[config.mk]
export PLATFORM = sky130hd
export DESIGN_NAME = brs_ctrl
export DESIGN_NICKNAME = d
export VERILOG_FILES = /design/src/design/brs_pkg.sv /design/src/design/brs_ctrl.sv
export SDC_FILE = /design/constraint.sdc
export NUM_CORES = 1
export LEC_CHECK = 0
export BUFFER_PORTS_ARGS = -buffer_cell sky130_fd_sc_hd__buf_4
export CORE_AREA = 2 2 43 45
export CTS_BUF_LIST = sky130_fd_sc_hd__clkbuf_4 sky130_fd_sc_hd__clkbuf_8
export DETAILED_ROUTE_END_ITERATION = 10
export DIE_AREA = 0 0 45 47
export PLACE_DENSITY = 0.91
export SLEW_MARGIN = 30
export SYNTH_ARGS = -nofsm -noshare
export SYNTH_HDL_FRONTEND = slang
export SYNTH_SLANG_ARGS = --single-unit
[constraint.sdc]
create_clock -name clk -period 2.25 [get_ports clk]
set_input_delay 0.225 -clock clk [delete_from_list [all_inputs] [get_ports clk]]
set_output_delay 0.225 -clock clk [all_outputs]
set_load 0.05 [all_outputs]
[src/design/brs_pkg.sv]
// ----------------------------------------------------------------------------
// brs_pkg
// Types, constants and helpers shared by the rank/select block.
// ----------------------------------------------------------------------------
package brs_pkg;

    localparam int MAX_BITS    = 65536;
    localparam int WORD_BITS   = 64;
    localparam int BLOCK_BITS  = 64;
    localparam int SB_BITS     = 512;
    localparam int STORE_WORDS = MAX_BITS / WORD_BITS;
    localparam int SB_DEPTH    = MAX_BITS / SB_BITS;
    localparam int BLK_DEPTH   = MAX_BITS / BLOCK_BITS;
    localparam int BLK_PER_SB  = SB_BITS / BLOCK_BITS;

    localparam int IDX_W  = 17;
    localparam int POS_W  = 16;
    localparam int WA_W   = 10;
    localparam int SBA_W  = 7;
    localparam int BLK_W  = 10;
    localparam int CNT_W  = 17;
    localparam int PC_W   = 7;
    localparam int BI_W   = 11;
    localparam int LR_W   = 18;

    localparam logic [2:0] OP_SET    = 3'd0;
    localparam logic [2:0] OP_GET    = 3'd1;
    localparam logic [2:0] OP_BUILD  = 3'd2;
    localparam logic [2:0] OP_RANK   = 3'd3;
    localparam logic [2:0] OP_SELECT = 3'd4;

    typedef struct packed {
        logic [2:0]       operation;
        logic [IDX_W-1:0] index;
        logic             bit_value;
    } item_t;

    typedef struct packed {
        logic             bit_out;
        logic [CNT_W-1:0] count_out;
        logic [POS_W-1:0] position;
        logic             not_found;
    } result_t;

    typedef enum logic [4:0] {
        S_CLEAR, S_IDLE, S_DISPATCH,
        S_SET_RD, S_SET_WR, S_GET_RD, S_GET_OUT,
        S_BLD_INIT, S_BLD_CHK, S_BLD_RD, S_BLD_PC, S_BLD_UPD,
        S_RK_RD, S_RK_PC, S_RK_SUM, S_RK_OUT,
        S_SEL_INIT, S_SEL_CHK, S_SEL_CMP, S_BACK_CHK, S_BACK_CMP
    } state_t;

    typedef enum logic [1:0] {RET_RANK, RET_SEARCH, RET_BACK} rk_ret_t;

    typedef enum logic [2:0] {
        RES_NONE, RES_GET, RES_RANK, RES_POS, RES_MISS, RES_ZERO
    } res_kind_t;

    typedef struct packed {
        logic      clr_wr;
        logic      latch;
        logic      set_wr;
        logic      rk_addr;
        logic      bld_addr;
        logic      bld_init;
        logic      bld_pc;
        logic      bld_upd;
        logic      rank_init;
        logic      rk_pc;
        logic      rk_sum;
        logic      sel_init;
        logic      sel_mid;
        logic      sel_left;
        logic      sel_right;
        logic      back_pos;
        logic      back_dec;
        res_kind_t emit;
    } dp_cmd_t;

    typedef struct packed {
        logic [2:0] op;
        logic       clr_done;
        logic       bld_done;
        logic       want_zero;
        logic       left_gt_right;
        logic       rank_eq_want;
        logic       rank_gt_want;
        logic       rank_eq_want_m1;
        logic       j_zero;
    } dp_sts_t;

    function automatic logic [PC_W-1:0] popcount64(input logic [WORD_BITS-1:0] w);
        logic [PC_W-1:0] n;
        n = '0;
        for (int k = 0; k < WORD_BITS; k++)
        begin
            n = n + PC_W'(w[k]);
        end
        return n;
    endfunction

endpackage

[src/design/brs_ctrl.sv]
// ----------------------------------------------------------------------------
// brs_ctrl
// Sequencer: clear pass, operation dispatch, build walk, rank and select loops.
// ----------------------------------------------------------------------------
module brs_ctrl
    import brs_pkg::*;
(
    input  logic    clk,
    input  logic    rst_n,
    input  logic    start,
    input  dp_sts_t sts,
    output dp_cmd_t cmd,
    output logic    busy
);

    state_t  state_reg, state_next;
    rk_ret_t ret_reg, ret_next;

    always_ff @(posedge clk or negedge rst_n)
    begin
        if (!rst_n)
        begin
            state_reg <= S_CLEAR;
            ret_reg   <= RET_RANK;
        end
        else
        begin
            state_reg <= state_next;
            ret_reg   <= ret_next;
        end
    end

    always_comb
    begin
        state_next = state_reg;
        ret_next   = ret_reg;
        case (state_reg)
            S_CLEAR:    if (sts.clr_done) state_next = S_IDLE;
            S_IDLE:     if (start) state_next = S_DISPATCH;
            S_DISPATCH:
            begin
                case (sts.op)
                    OP_SET:    state_next = S_SET_RD;
                    OP_GET:    state_next = S_GET_RD;
                    OP_BUILD:  state_next = S_BLD_INIT;
                    OP_RANK:
                    begin
                        state_next = S_RK_RD;
                        ret_next   = RET_RANK;
                    end
                    OP_SELECT: state_next = S_SEL_INIT;
                    default:   state_next = S_IDLE;
                endcase
            end
            S_SET_RD:   state_next = S_SET_WR;
            S_SET_WR:   state_next = S_IDLE;
            S_GET_RD:   state_next = S_GET_OUT;
            S_GET_OUT:  state_next = S_IDLE;
            S_BLD_INIT: state_next = S_BLD_CHK;
            S_BLD_CHK:  state_next = sts.bld_done ? S_IDLE : S_BLD_RD;
            S_BLD_RD:   state_next = S_BLD_PC;
            S_BLD_PC:   state_next = S_BLD_UPD;
            S_BLD_UPD:  state_next = S_BLD_CHK;
            S_RK_RD:    state_next = S_RK_PC;
            S_RK_PC:    state_next = S_RK_SUM;
            S_RK_SUM:
            begin
                case (ret_reg)
                    RET_SEARCH: state_next = S_SEL_CMP;
                    RET_BACK:   state_next = S_BACK_CMP;
                    default:    state_next = S_RK_OUT;
                endcase
            end
            S_RK_OUT:   state_next = S_IDLE;
            S_SEL_INIT: state_next = sts.want_zero ? S_IDLE : S_SEL_CHK;
            S_SEL_CHK:
            begin
                if (sts.left_gt_right)
                begin
                    state_next = S_IDLE;
                end
                else
                begin
                    state_next = S_RK_RD;
                    ret_next   = RET_SEARCH;
                end
            end
            S_SEL_CMP:  state_next = sts.rank_eq_want ? S_BACK_CHK : S_SEL_CHK;
            S_BACK_CHK:
            begin
                if (sts.j_zero)
                begin
                    state_next = S_IDLE;
                end
                else
                begin
                    state_next = S_RK_RD;
                    ret_next   = RET_BACK;
                end
            end
            S_BACK_CMP: state_next = sts.rank_eq_want_m1 ? S_IDLE : S_BACK_CHK;
            default:    state_next = S_IDLE;
        endcase
    end

    always_comb
    begin
        cmd      = '0;
        cmd.emit = RES_NONE;
        busy     = (state_reg != S_IDLE);
        case (state_reg)
            S_CLEAR:    cmd.clr_wr = 1'b1;
            S_IDLE:     cmd.latch = start;
            S_DISPATCH: cmd.rank_init = (sts.op == OP_RANK);
            S_SET_WR:   cmd.set_wr = 1'b1;
            S_GET_OUT:  cmd.emit = RES_GET;
            S_BLD_INIT: cmd.bld_init = 1'b1;
            S_BLD_RD:   cmd.bld_addr = 1'b1;
            S_BLD_PC:   cmd.bld_pc = 1'b1;
            S_BLD_UPD:  cmd.bld_upd = 1'b1;
            S_RK_RD:    cmd.rk_addr = 1'b1;
            S_RK_PC:    cmd.rk_pc = 1'b1;
            S_RK_SUM:   cmd.rk_sum = 1'b1;
            S_RK_OUT:   cmd.emit = RES_RANK;
            S_SEL_INIT:
            begin
                if (sts.want_zero) cmd.emit = RES_ZERO;
                else               cmd.sel_init = 1'b1;
            end
            S_SEL_CHK:
            begin
                if (sts.left_gt_right) cmd.emit = RES_MISS;
                else                   cmd.sel_mid = 1'b1;
            end
            S_SEL_CMP:
            begin
                if (!sts.rank_eq_want)
                begin
                    cmd.sel_right = sts.rank_gt_want;
                    cmd.sel_left  = !sts.rank_gt_want;
                end
            end
            S_BACK_CHK:
            begin
                if (sts.j_zero) cmd.emit = RES_POS;
                else            cmd.back_pos = 1'b1;
            end
            S_BACK_CMP:
            begin
                if (sts.rank_eq_want_m1) cmd.emit = RES_POS;
                else                     cmd.back_dec = 1'b1;
            end
            default: ;
        endcase
    end

endmodule

==> results.md, run 1 <==
Critical path:
- The peak fanout along the critical path is 15.
- The biggest cell delay along the critical path is 540 ps.
- At the worst endpoint, the arrival time is 1850 ps.
- Data on the critical path is required at its endpoint by 2030 ps.
- The category of the most critical setup path is register to output port.
- The type of element launching the critical path is a register.
- The cell with the largest stage delay on the worst path is dfrtp_1.
- The worst setup path is captured at an output port.
- The critical path goes through or3_1 -> nor2_1 -> a22oi_1 -> o21ai_0 -> buf_4.

Floorplanning:
- The vertical die dimension is 47 um.
- The initial utilization of the core area, before any placement, comes to 50.1%.
- The chip width is 45 um.
- The die area is 2120 um2.
- After floorplanning, the core was sized to cover 1650 um2.
- The total I/O pin count is 35.
- After floorplanning, the core was divided into 15 placement rows.

CTS:
- Counting along the longest clock path gives a buffer depth of 2.
- The clock-pin slew reported for the worst setup and hold paths after clock tree synthesis is 50 ps.
- Clock latency on the worst-skew pair, taken at its later pin, is 240 ps.
- TritonCTS built the clock tree.
- The number of sinks handled by clock tree synthesis is 7.
- The number of levels in the clock H-tree is 1.
- The number of buffers added by the clock tree synthesis step is 3.
- Clock tree synthesis selected as its root buffer the cell clkbuf_4.

Final layout:
- Compared with the post-synthesis result, the final layout area differs by 39.0%.
- The number of antenna diodes in the final layout is 0.
- The number of flip-flops in the largest register is 5.
- The post-layout instance area is 1150 um2.
- The final net count is 167.
- The share of cells above drive strength 1 is 34.0%.
- The core occupancy in the finished layout is 69.6%.

Power:
- IR analysis of the VDD net gives a maximum drop of 0.000548 V.
- In this run the static leakage power is 0.519 nW.
- The design draws 1.10 mW.
- The power density normalized to cell area is 955 nW/um2.

Synthesis:
- The number of distinct standard cells referenced by the synthesized netlist is 37.
- Counting flops and latches in the post-synthesis netlist gives 7.
- The number of nets in the synthesized netlist is 132.
- The count of synthesis-stage warnings from yosys is 0.
- Each instance of the synthesized netlist takes up on average 7.13 um2.
- After technology mapping, the gate count stands at 116.
- The most common cell in the netlist is nor2_1.
- The area fraction of the dominant cell type after synthesis is 21.2%.
- The cell taking the most area after synthesis is dfrtp_1.
- By area the synthesized netlist is led by dfrtp_1, nor2_1, nor3_1, nand2_1, nand2b_1.
- The commonest cells after synthesis are nor2_1, nand2_1, nor3_1.
- The cell area that synthesis handed to floorplanning was 827 um2.
- The proportion of register bits with asynchronous set or reset after synthesis is 100%.
- The number of synthesized flops with an enable pin is 0.
- For this run, the leading register cell type out of synthesis is dfrtp_1.
- The sequential element share of the synthesized area is 21.2%.

Place:
- The routability-driven placement congestion ratio is 0.923.
- The post-placement cell area is 1110 um2.
- Port buffering added 34 buffers.
- The sum of net half-perimeters after detailed placement is 2.02 mm.

Timing:
- The max-slew violation count was 0.
- For this run, the top clock speed supported by timing is 482 MHz.
- The worst clock skew is 0.565 ps.
- The worst pin sits at a relative slew slack of 69.8%.
- The measured slew at the worst slew-check pin is 454 ps.
- For the final routed database, the setup TNS stands at 0 ps.
- The worst hold margin is 303 ps.
- Setup violations remaining at the end of the flow were counted as 0.
- Setup repair after global routing left no endpoint under its margin.
- The part of the cycle the worst path needs is 92.3%.
- The final critical-path required period is 2080 ps.
- The count of final hold-check violations is 0.

Routing:
- The routed design has 2.54 mm of wire.
- For this run, design rule violations remaining after detail routing come to 0.
- The post-detailed-route via-to-cell ratio is 6.16.
- Once detail routing completed, the nets flagged for antenna violations numbered 0.
- After detailed routing, the average wire length per cell comes to 15.2 um.
- The length of the first detailed-routing pass in iterations is 4.
- The routed via count is 1029.
- The number of DRC markers after the initial detailed-route iteration is 47.

Global routing:
- The number of antenna violations at the first check in global routing is 0.
- In the global route stage, overall resource usage came out at 25.5%.
- Summed over all layers, the global routing overflow is 0.
- The number of global-route vias before repair is 924.
- Entering global routing, the biggest net connects 17 pins.
- The wire length of the first global-routing pass is 3.97 mm.

Min path:
- The worst hold path class is primary input to register.

Outcome:
- The flow ran to the end, and the final reports show no timing, DRC or antenna violations.

Run:
- Max-cap violations in this run came to 0.
report_power, final:
part           internal [mW]  switching (mW)
clock                 0.0794          0.0419
sequential             0.170           0.110
combinational          0.251           0.445
timing repair:
item,CTS,global route
gates resized for setup,0,0
setup endpoints to repair,0,0
hold endpoints to repair,7,0
hold buffers,1,0
setup buffers,0,0
path summary, 6_finish.rpt:
| check | slack [ps] | start | endpoint | cells after the start |
|---|---|---|---|---|
| min in group asynchronous | 320 | rst_n | state_reg[1]$_DFFE_PN0P_ | 2 |
| max in group asynchronous | 1810 | rst_n | state_reg[0]$_DFFE_PN0P_ | 2 |
| worst min-delay path | 300 | sts[10] | state_reg[4]$_DFFE_PN0P_ | 3 |
| worst max register to register | 520 | state_reg[2]$_DFFE_PN0P_ | ret_reg[1]$_DFFE_PN0P_ | 4 |
| worst max-delay path | 170 | state_reg[1]$_DFFE_PN0P_ | cmd[1] | 5 |
| worst min register to register | 530 | ret_reg[1]$_DFFE_PN0P_ | ret_reg[1]$_DFFE_PN0P_ | 1 |
metal layers:
metal	GRT usage, %	share of wire [%]	vias up
met5	0	0	-
met4	7.65	0	0
met3	2.31	8.4	0
met2	46.3	53	56
met1	32.0	39	485
li1	-	-	488
critical path, delay by kind of cell, from the launching register on:
| family | cells | cell delay [ps] |
|---|---|---|
| AO/OA/AOI/OAI | 2 | 170 |
| AND/OR/NAND/NOR | 2 | 680 |
| flip-flops | 1 | 540 |
| buffers and inverters | 1 | 220 |
per-stage QoR:
step,setup slack (ps),instances
after CTS,175,167
after floorplan,26.8,116
after detailed placement,442,162
final,174,167
after global placement,468,162
after global routing,18.5,167
layout by cell type (no fill, tap or decap), types with 2 or more instances in the layout:
master and count:
nor3_1 8, ha_1 2, nor4_2 3, nand3b_1 4, nor3b_1 2, inv_1 5, nor2_1 16, a31oi_1 2
or3_1 3, a21oi_1 2, a22oi_1 2, dfrtp_1 7, nor4_1 2, buf_4 38, nor2b_1 2, a21boi_0 2
mux2i_1 2, nand2b_1 5, nand2_1 11, a21o_1 3, o21ai_0 6, clkbuf_4 4
logic make-up after synthesis:
kind of cell,share of synthesized area (%)
DFF,21.2
and+or+nand+nor,40.1
muxes,3.78
AOI/OAI and AO/OA,23.0
buffers and inverters,8.93
adders and majority gates,3.03
cell type report:
class / instances / area (um2)
repair buffers: 39 / 295
fillers: 141 / 502
multi-input cells: 95 / 609
inverters: 5 / 18.8
flip-flops and latches: 7 / 175
clock buffers: 4 / 30.0
well taps: 17 / 21.3
Power figures use the tool's default switching activity.
==> inputs of run 2 (changes only) <==
--- a/config.mk
+++ b/config.mk
@@ -7,7 +7,7 @@
 export LEC_CHECK = 0
 export BUFFER_PORTS_ARGS = -buffer_cell sky130_fd_sc_hd__buf_4
 export CORE_AREA = 2 2 43 45
-export CTS_BUF_LIST = sky130_fd_sc_hd__clkbuf_4 sky130_fd_sc_hd__clkbuf_8
+export CTS_BUF_LIST = sky130_fd_sc_hd__clkbuf_2
 export DETAILED_ROUTE_END_ITERATION = 10
 export DIE_AREA = 0 0 45 47
 export PLACE_DENSITY = 0.91
==> results.md, run 2 (same netlist as run 1, synthesis figures left out) <==
Power:
- The largest voltage drop on the vdd net is 0.000480 V.
- Sequential cells account for 26.2% of the total power.
- The static power due to leakage is 0.517 nW.
- The switching power is 0.594 mW.
- In this run, the combinational gates consume 65.2% of the power.
- The power density normalized to cell area is 931 nW/um2.
- Of the total power, the clock network draws 8.7%.
- The internal power of the cells totals 0.468 mW.
- In this run switching power makes up 55.9% of total power.

Routing:
- The detailed router used layers up to and including met4.
- For this run, design rule violations remaining after detail routing come to 0.
- The routed layout has 1025 vias.
- The routed wire length on met3 is 177 um.
- Summed over all nets, wire length on met2 after detailed routing comes to 1.28 mm.
- For this run, the detailed router's first-pass iteration total came to 4.
- The number of DRC markers after the initial detailed-route iteration is 47.
- The detailed-route wire length on metal 1 is 1.00 mm.
- The count of nets left with antenna violations once routing finished came out at 0.
- The average routed wire per standard cell is 14.9 um.
- In the routed layout, each cell is associated on average with a via count of 6.14.
- After detailed routing, the total wire length is 2.48 mm.

Timing:
- Setup violations remaining at the end of the flow were counted as 0.
- For the pin with the worst max-slew slack, the measured transition is 447 ps.
- The worst pin sits at a relative slew slack of 70.2%.
- For the final database, setup skew stands at 4.26 ps.
- The final critical-path required period is 2060 ps.
- The count of final hold-check violations was 0.
- After routing, the total negative slack on setup checks comes to 0 ps.
- For this run, the top clock speed supported by timing is 485 MHz.
- The least setup slack across all paths after layout is 187 ps.
- The max-slew violation count was 0.
- The part of the cycle the worst path needs is 91.7%.
- Setup repair after global routing left no endpoint under its margin.

Global routing:
- The number of antenna violations at the first check in global routing was 0.
- The global-route usage over all layers is 24.7%.
- The wire length of the first global-routing pass is 3.88 mm.
- The number of global-route vias before repair is 911.
- The global-route congestion overflow total is 0.
- The pin count of the biggest net entering global routing is 17.

CTS:
- The number of levels in the clock H-tree is 1.
- The clock tree from TritonCTS is done.
- The number of buffers added by the clock tree synthesis step is 3.
- The clock latency on the worst-skew pair is 230 ps.
- The post-CTS setup buffer count is 0.
- The maximum clock path buffer count is 2.
- The clock tree root driver cell is clkbuf_2.
- The clock-pin slew reported for the worst setup and hold paths after clock tree synthesis is 70 ps.
- The tree built by TritonCTS fans out to 7 sinks.

Place:
- The sum of net half-perimeters after detailed placement is 2.02 mm.
- The routability-driven placement congestion ratio is 0.923.
- The post-place setup slack is 442 ps.
- The count of buffers added on input and output ports is 34.

Final layout:
- Relative to the synthesized area, the layout overhead comes to 37.8%.
- Leaving out fill and tap cells, the most frequent cell in the layout is buf_4.
- The share of cells above drive strength 1 is 34.0%.
- The final antenna diode count is 0.
- The top cell types in the final layout, fill and taps aside, are buf_4, nor2_1, nand2_1.
- The number of flip-flops in the largest register is 5.
- The final net count is 167.
- Counting the fill cells in the layout gives 141.

Run:
- The max capacitance violation total is 0.

Critical path:
- The critical path endpoint category is an output port.
- The critical path is of the register to output port type.
- The type of element launching the critical path is a register.
- The peak fanout along the critical path is 15.
- The arrival time reported for the critical path endpoint is 1840 ps.
- STA puts the critical path data required time at 2030 ps.

Outcome:
- The run finished with clean final reports.

Floorplanning:
- The starting utilization of the core area is 50.1%.
- The chip width is 45 um.
- The core region is 1650 um2.
- In this run the core area contains 15 standard-cell rows.
- The die area is 2120 um2.
- The vertical die dimension is 47 um.
- The total I/O pin count is 35.

Min path:
- The tightest min-delay check is of the primary input to register type.
==> run 2: cell counts in the layout (fill, tap and decap cells not counted) <==
No cell type changed its count.
==> run 2: power groups by stage <==
stage / Clock, mW / Sequential, mW / Combinational, mW
floorplan: 0 / 0.209 / 0.586
global placement: 0 / 0.273 / 0.674
detailed placement: 0 / 0.277 / 0.687
CTS: 0.0946 / 0.275 / 0.690
global route: 0.103 / 0.290 / 0.742
finish: 0.0919 / 0.278 / 0.692
==> run 2: worst paths after layout <==
kind	startpoint	to	slack, ps	cells after the start
max	state_reg[1]$_DFFE_PN0P_	cmd[1]	190	5
min	sts[10]	state_reg[4]$_DFFE_PN0P_	310	3
max reg2reg	state_reg[1]$_DFFE_PN0P_	state_reg[2]$_DFFE_PN0P_	530	5
min reg2reg	ret_reg[1]$_DFFE_PN0P_	ret_reg[1]$_DFFE_PN0P_	520	1
max in group asynchronous	rst_n	state_reg[0]$_DFFE_PN0P_	1800	2
min in group asynchronous	rst_n	state_reg[1]$_DFFE_PN0P_	330	2
==> run 2: area by class of cell <==
| type | count | area [um2] | share of cell area [%] |
|---|---|---|---|
| multi-input cells | 95 | 609 | 53.5 |
| repair buffers | 39 | 295 | 25.9 |
| flip-flops and latches | 7 | 175 | 15.4 |
| well taps | 17 | 21.3 | 1.87 |
| clock buffers | 4 | 20.0 | 1.76 |
| inverters | 5 | 18.8 | 1.65 |
==> run 2: what timing repair did <==
action	4_1_cts	5_1_grt
hold buffers	1	0
gates resized for setup	0	0
endpoints found under the hold margin	7	0
==> run 2: metal layers <==
layer,up-vias,GRT usage [%]
li1,487,-
met1,483,31.5
met2,51,44.6
met3,4,2.31
met4,0,7.06
met5,-,0
==> run 2: critical path, stage by stage, from the launching register on <==
cell and delay [ps]:
dfrtp_1 540, or3_1 530, nor2_1 140, a22oi_1 80, o21ai_0 90, buf_4 220
==> run 2: stage by stage <==
| step | cells | hold slack, ps | instance area (um2) | util (%) | power (mW) |
|---|---|---|---|---|---|
| final | 167 | 314 | 1140 | 69.0 | 1.06 |
| after global routing | 167 | 313 | 1140 | 69.0 | 1.14 |
| after CTS | 167 | 301 | 1140 | 69.0 | 1.06 |
| after detailed placement | 162 | 40.3 | 1110 | 67.2 | 0.964 |
| after global placement | 162 | 39.2 | 1110 | 67.2 | 0.947 |
| after floorplan | 116 | -70.6 | 858 | - | 0.796 |
==> inputs of run 3 (changes only) <==
--- a/config.mk
+++ b/config.mk
@@ -10,6 +10,7 @@
 export CTS_BUF_LIST = sky130_fd_sc_hd__clkbuf_2
 export DETAILED_ROUTE_END_ITERATION = 10
 export DIE_AREA = 0 0 45 47
+export MAX_ROUTING_LAYER = met4
 export PLACE_DENSITY = 0.91
 export SLEW_MARGIN = 30
 export SYNTH_ARGS = -nofsm -noshare
==> results.md, run 3 (same netlist as run 1, synthesis figures left out) <==
Critical path:
- The critical path endpoint category is an output port.
- The required time of the critical path is 2030 ps.
- By startpoint and endpoint, the worst setup path is classified as register to output port.
- The peak fanout along the critical path is 15.
- The type of element launching the critical path is a register.
- The cell with the largest stage delay on the worst path is dfrtp_1.
- The critical path goes through or3_1 -> nor2_1 -> a22oi_1 -> o31ai_1 -> buf_4.
- The biggest cell delay along the critical path is 540 ps.
- Data on the critical path arrives at its endpoint at 1930 ps.
- The number of cells on the worst reg-to-reg path is 4.

CTS:
- The clock tree root driver cell is clkbuf_2.
- The clock tree from TritonCTS is done.
- The clock latency on the worst-skew pair is 230 ps.
- The number of levels in the clock H-tree is 1.
- The clock-pin slew reported for the worst setup and hold paths after clock tree synthesis is 70 ps.
- The clock drives 7 sinks.
- The number of setup buffers added after CTS is 0.
- The post-cts hold buffer count is 1.
- The number of buffers added by the clock tree synthesis step is 3.
- The maximum clock path buffer count is 2.
- In this run, post-CTS repair resized a total of 0 instances.

Floorplanning:
- The floorplan step defined a die boundary enclosing 2120 um2.
- The starting utilization of the core area is 50.1%.
- Measured along the x axis, the die boundary spans 45 um.
- From bottom edge to top edge, the die measures 47 um.
- Row generation in the floorplan step produced 15 rows.
- The total I/O pin count is 35.
- The placeable core region is 1650 um2.

Power:
- Dividing total power by cell area gives a power density of 947 nW/um2.
- In this run the static leakage power is 0.522 nW.
- IR analysis of the VDD net gives a maximum drop of 0.000577 V.

Global routing:
- Global routing consumed, over all layers together, 28.4% of the routing resources.
- Global routing finished with a remaining overflow of 0.
- The first global-routing pass estimated 4.24 mm of wire.
- The number of antenna violations at the first check in global routing was 0.
- The number of global-route vias before repair is 923.
- The pin count of the biggest net entering global routing is 16.

Timing:
- The final setup violation count is 0.
- The measured slew at the worst slew-check pin is 446 ps.
- The routed design could run at a clock period as short as 2160 ps.
- Setup repair after global routing left no endpoint under its margin.
- The max-slew violation count is 0.
- Clock skew on the completed layout was measured at 1.83 ps.
- Setup total negative slack on the finished layout was measured at 0 ps.
- The part of the cycle the worst path needs is 95.9%.
- The worst relative slew slack is 70.3%.
- The count of final hold-check violations is 0.
- Based on the critical path, the design can be clocked at up to 463 MHz.

Final layout:
- The most common cell after layout, fill and taps aside is buf_4.
- The sequential cell area is 175 um2.
- The synthesis-to-layout area growth is 38.7%.
- The final net count is 168.
- In the final layout, the multi-input gates occupy 609 um2.
- The core occupancy in the finished layout is 69.5%.
- The library cells used most frequently in the layout, excluding fill and tap cells, are buf_4, nor2_1, nand2_1.
- The final antenna diode count is 0.
- The share of cells above drive strength 1 is 34.4%.
- The register with the most flip-flops in the layout has 5 of them.
- The final-layout fill cell count is 140.

Run:
- Max-cap violations in this run came to 0.

Routing:
- The average routed wire per standard cell is 16.3 um.
- The remaining design rule violation count is 0.
- The routed layout has 1066 vias.
- In this run, the number of DRC markers left after iteration 0 of detailed routing was 62.
- The routed wire length is 2.73 mm.
- The length of the first detailed-routing pass in iterations is 4.
- The post-detailed-route via-to-cell ratio is 6.35.
- The detail route stage leaves a number of antenna-violating nets equal to 0.

Place:
- The sum of net half-perimeters after detailed placement is 2.16 mm.
- The routability-driven placement congestion ratio is 0.924.
- Port buffering added 34 buffers.

Outcome:
- The flow ran to the end, and the final reports show no timing, DRC or antenna violations.

Min path:
- The number of cells on the worst hold path is 3.
- The worst hold path class is primary input to register.
==> run 3: cell types whose count changed in the layout (fill, tap and decap cells not counted) <==
cell / delta
buf_4: +1
==> run 3: critical path, delay by kind of cell, from the launching register on <==
family / cells / cell delay (ps)
AO/OA/AOI/OAI: 2 / 190
flip-flops: 1 / 540
AND/OR/NAND/NOR: 2 / 710
buffers and inverters: 1 / 250
==> run 3: power by group <==
group / internal (mW) / total [mW] / switching, mW / leakage [nW]
logic: 0.259 / 0.717 / 0.458 / 0.416
registers: 0.170 / 0.274 / 0.104 / 0.0901
clock network: 0.0473 / 0.0949 / 0.0476 / 0.0166
==> run 3: final cells by class <==
class	instances	share of cell area, %
Multi-Input combinational cell	95	53.1
Clock buffer	4	1.74
Timing Repair Buffer	40	26.4
Tap cell	17	1.85
Sequential cell	7	15.3
Inverter	5	1.64
==> run 3: metrics by stage <==
stage / instances / setup WS, ps / hold slack [ps] / cell area (um2) / power (mW)
3_3_place_gp: 163 / 474 / 38.8 / 1120 / 0.956
6_report: 168 / 91.3 / 289 / 1150 / 1.09
2_1_floorplan: 116 / 26.8 / -70.6 / 858 / 0.796
5_1_grt: 168 / 44.2 / 303 / 1150 / 1.15
4_1_cts: 168 / 116 / 292 / 1150 / 1.08
3_5_place_dp: 163 / 377 / 40.5 / 1120 / 0.979
==> run 3: final timing paths <==
check,startpoint,slack [ps],to
worst max-delay path,state_reg[1]$_DFFE_PN0P_,90,cmd[0]
max in group asynchronous,rst_n,1800,ret_reg[0]$_DFFE_PN0P_
worst max register to register,state_reg[1]$_DFFE_PN0P_,450,ret_reg[0]$_DFFE_PN0P_
worst min-delay path,sts[7],290,state_reg[0]$_DFFE_PN0P_
min in group asynchronous,rst_n,330,state_reg[0]$_DFFE_PN0P_
worst min register to register,ret_reg[1]$_DFFE_PN0P_,520,ret_reg[1]$_DFFE_PN0P_
==> run 3: per-layer routing <==
metal  share of wire, %  routed length, um  global-route usage (%)
met1                 37               1010                    33.3
met2                 51               1400                    48.6
met3                9.7                264                    4.62
met4                2.0                 55                    11.2
met5                  0                  0                       -
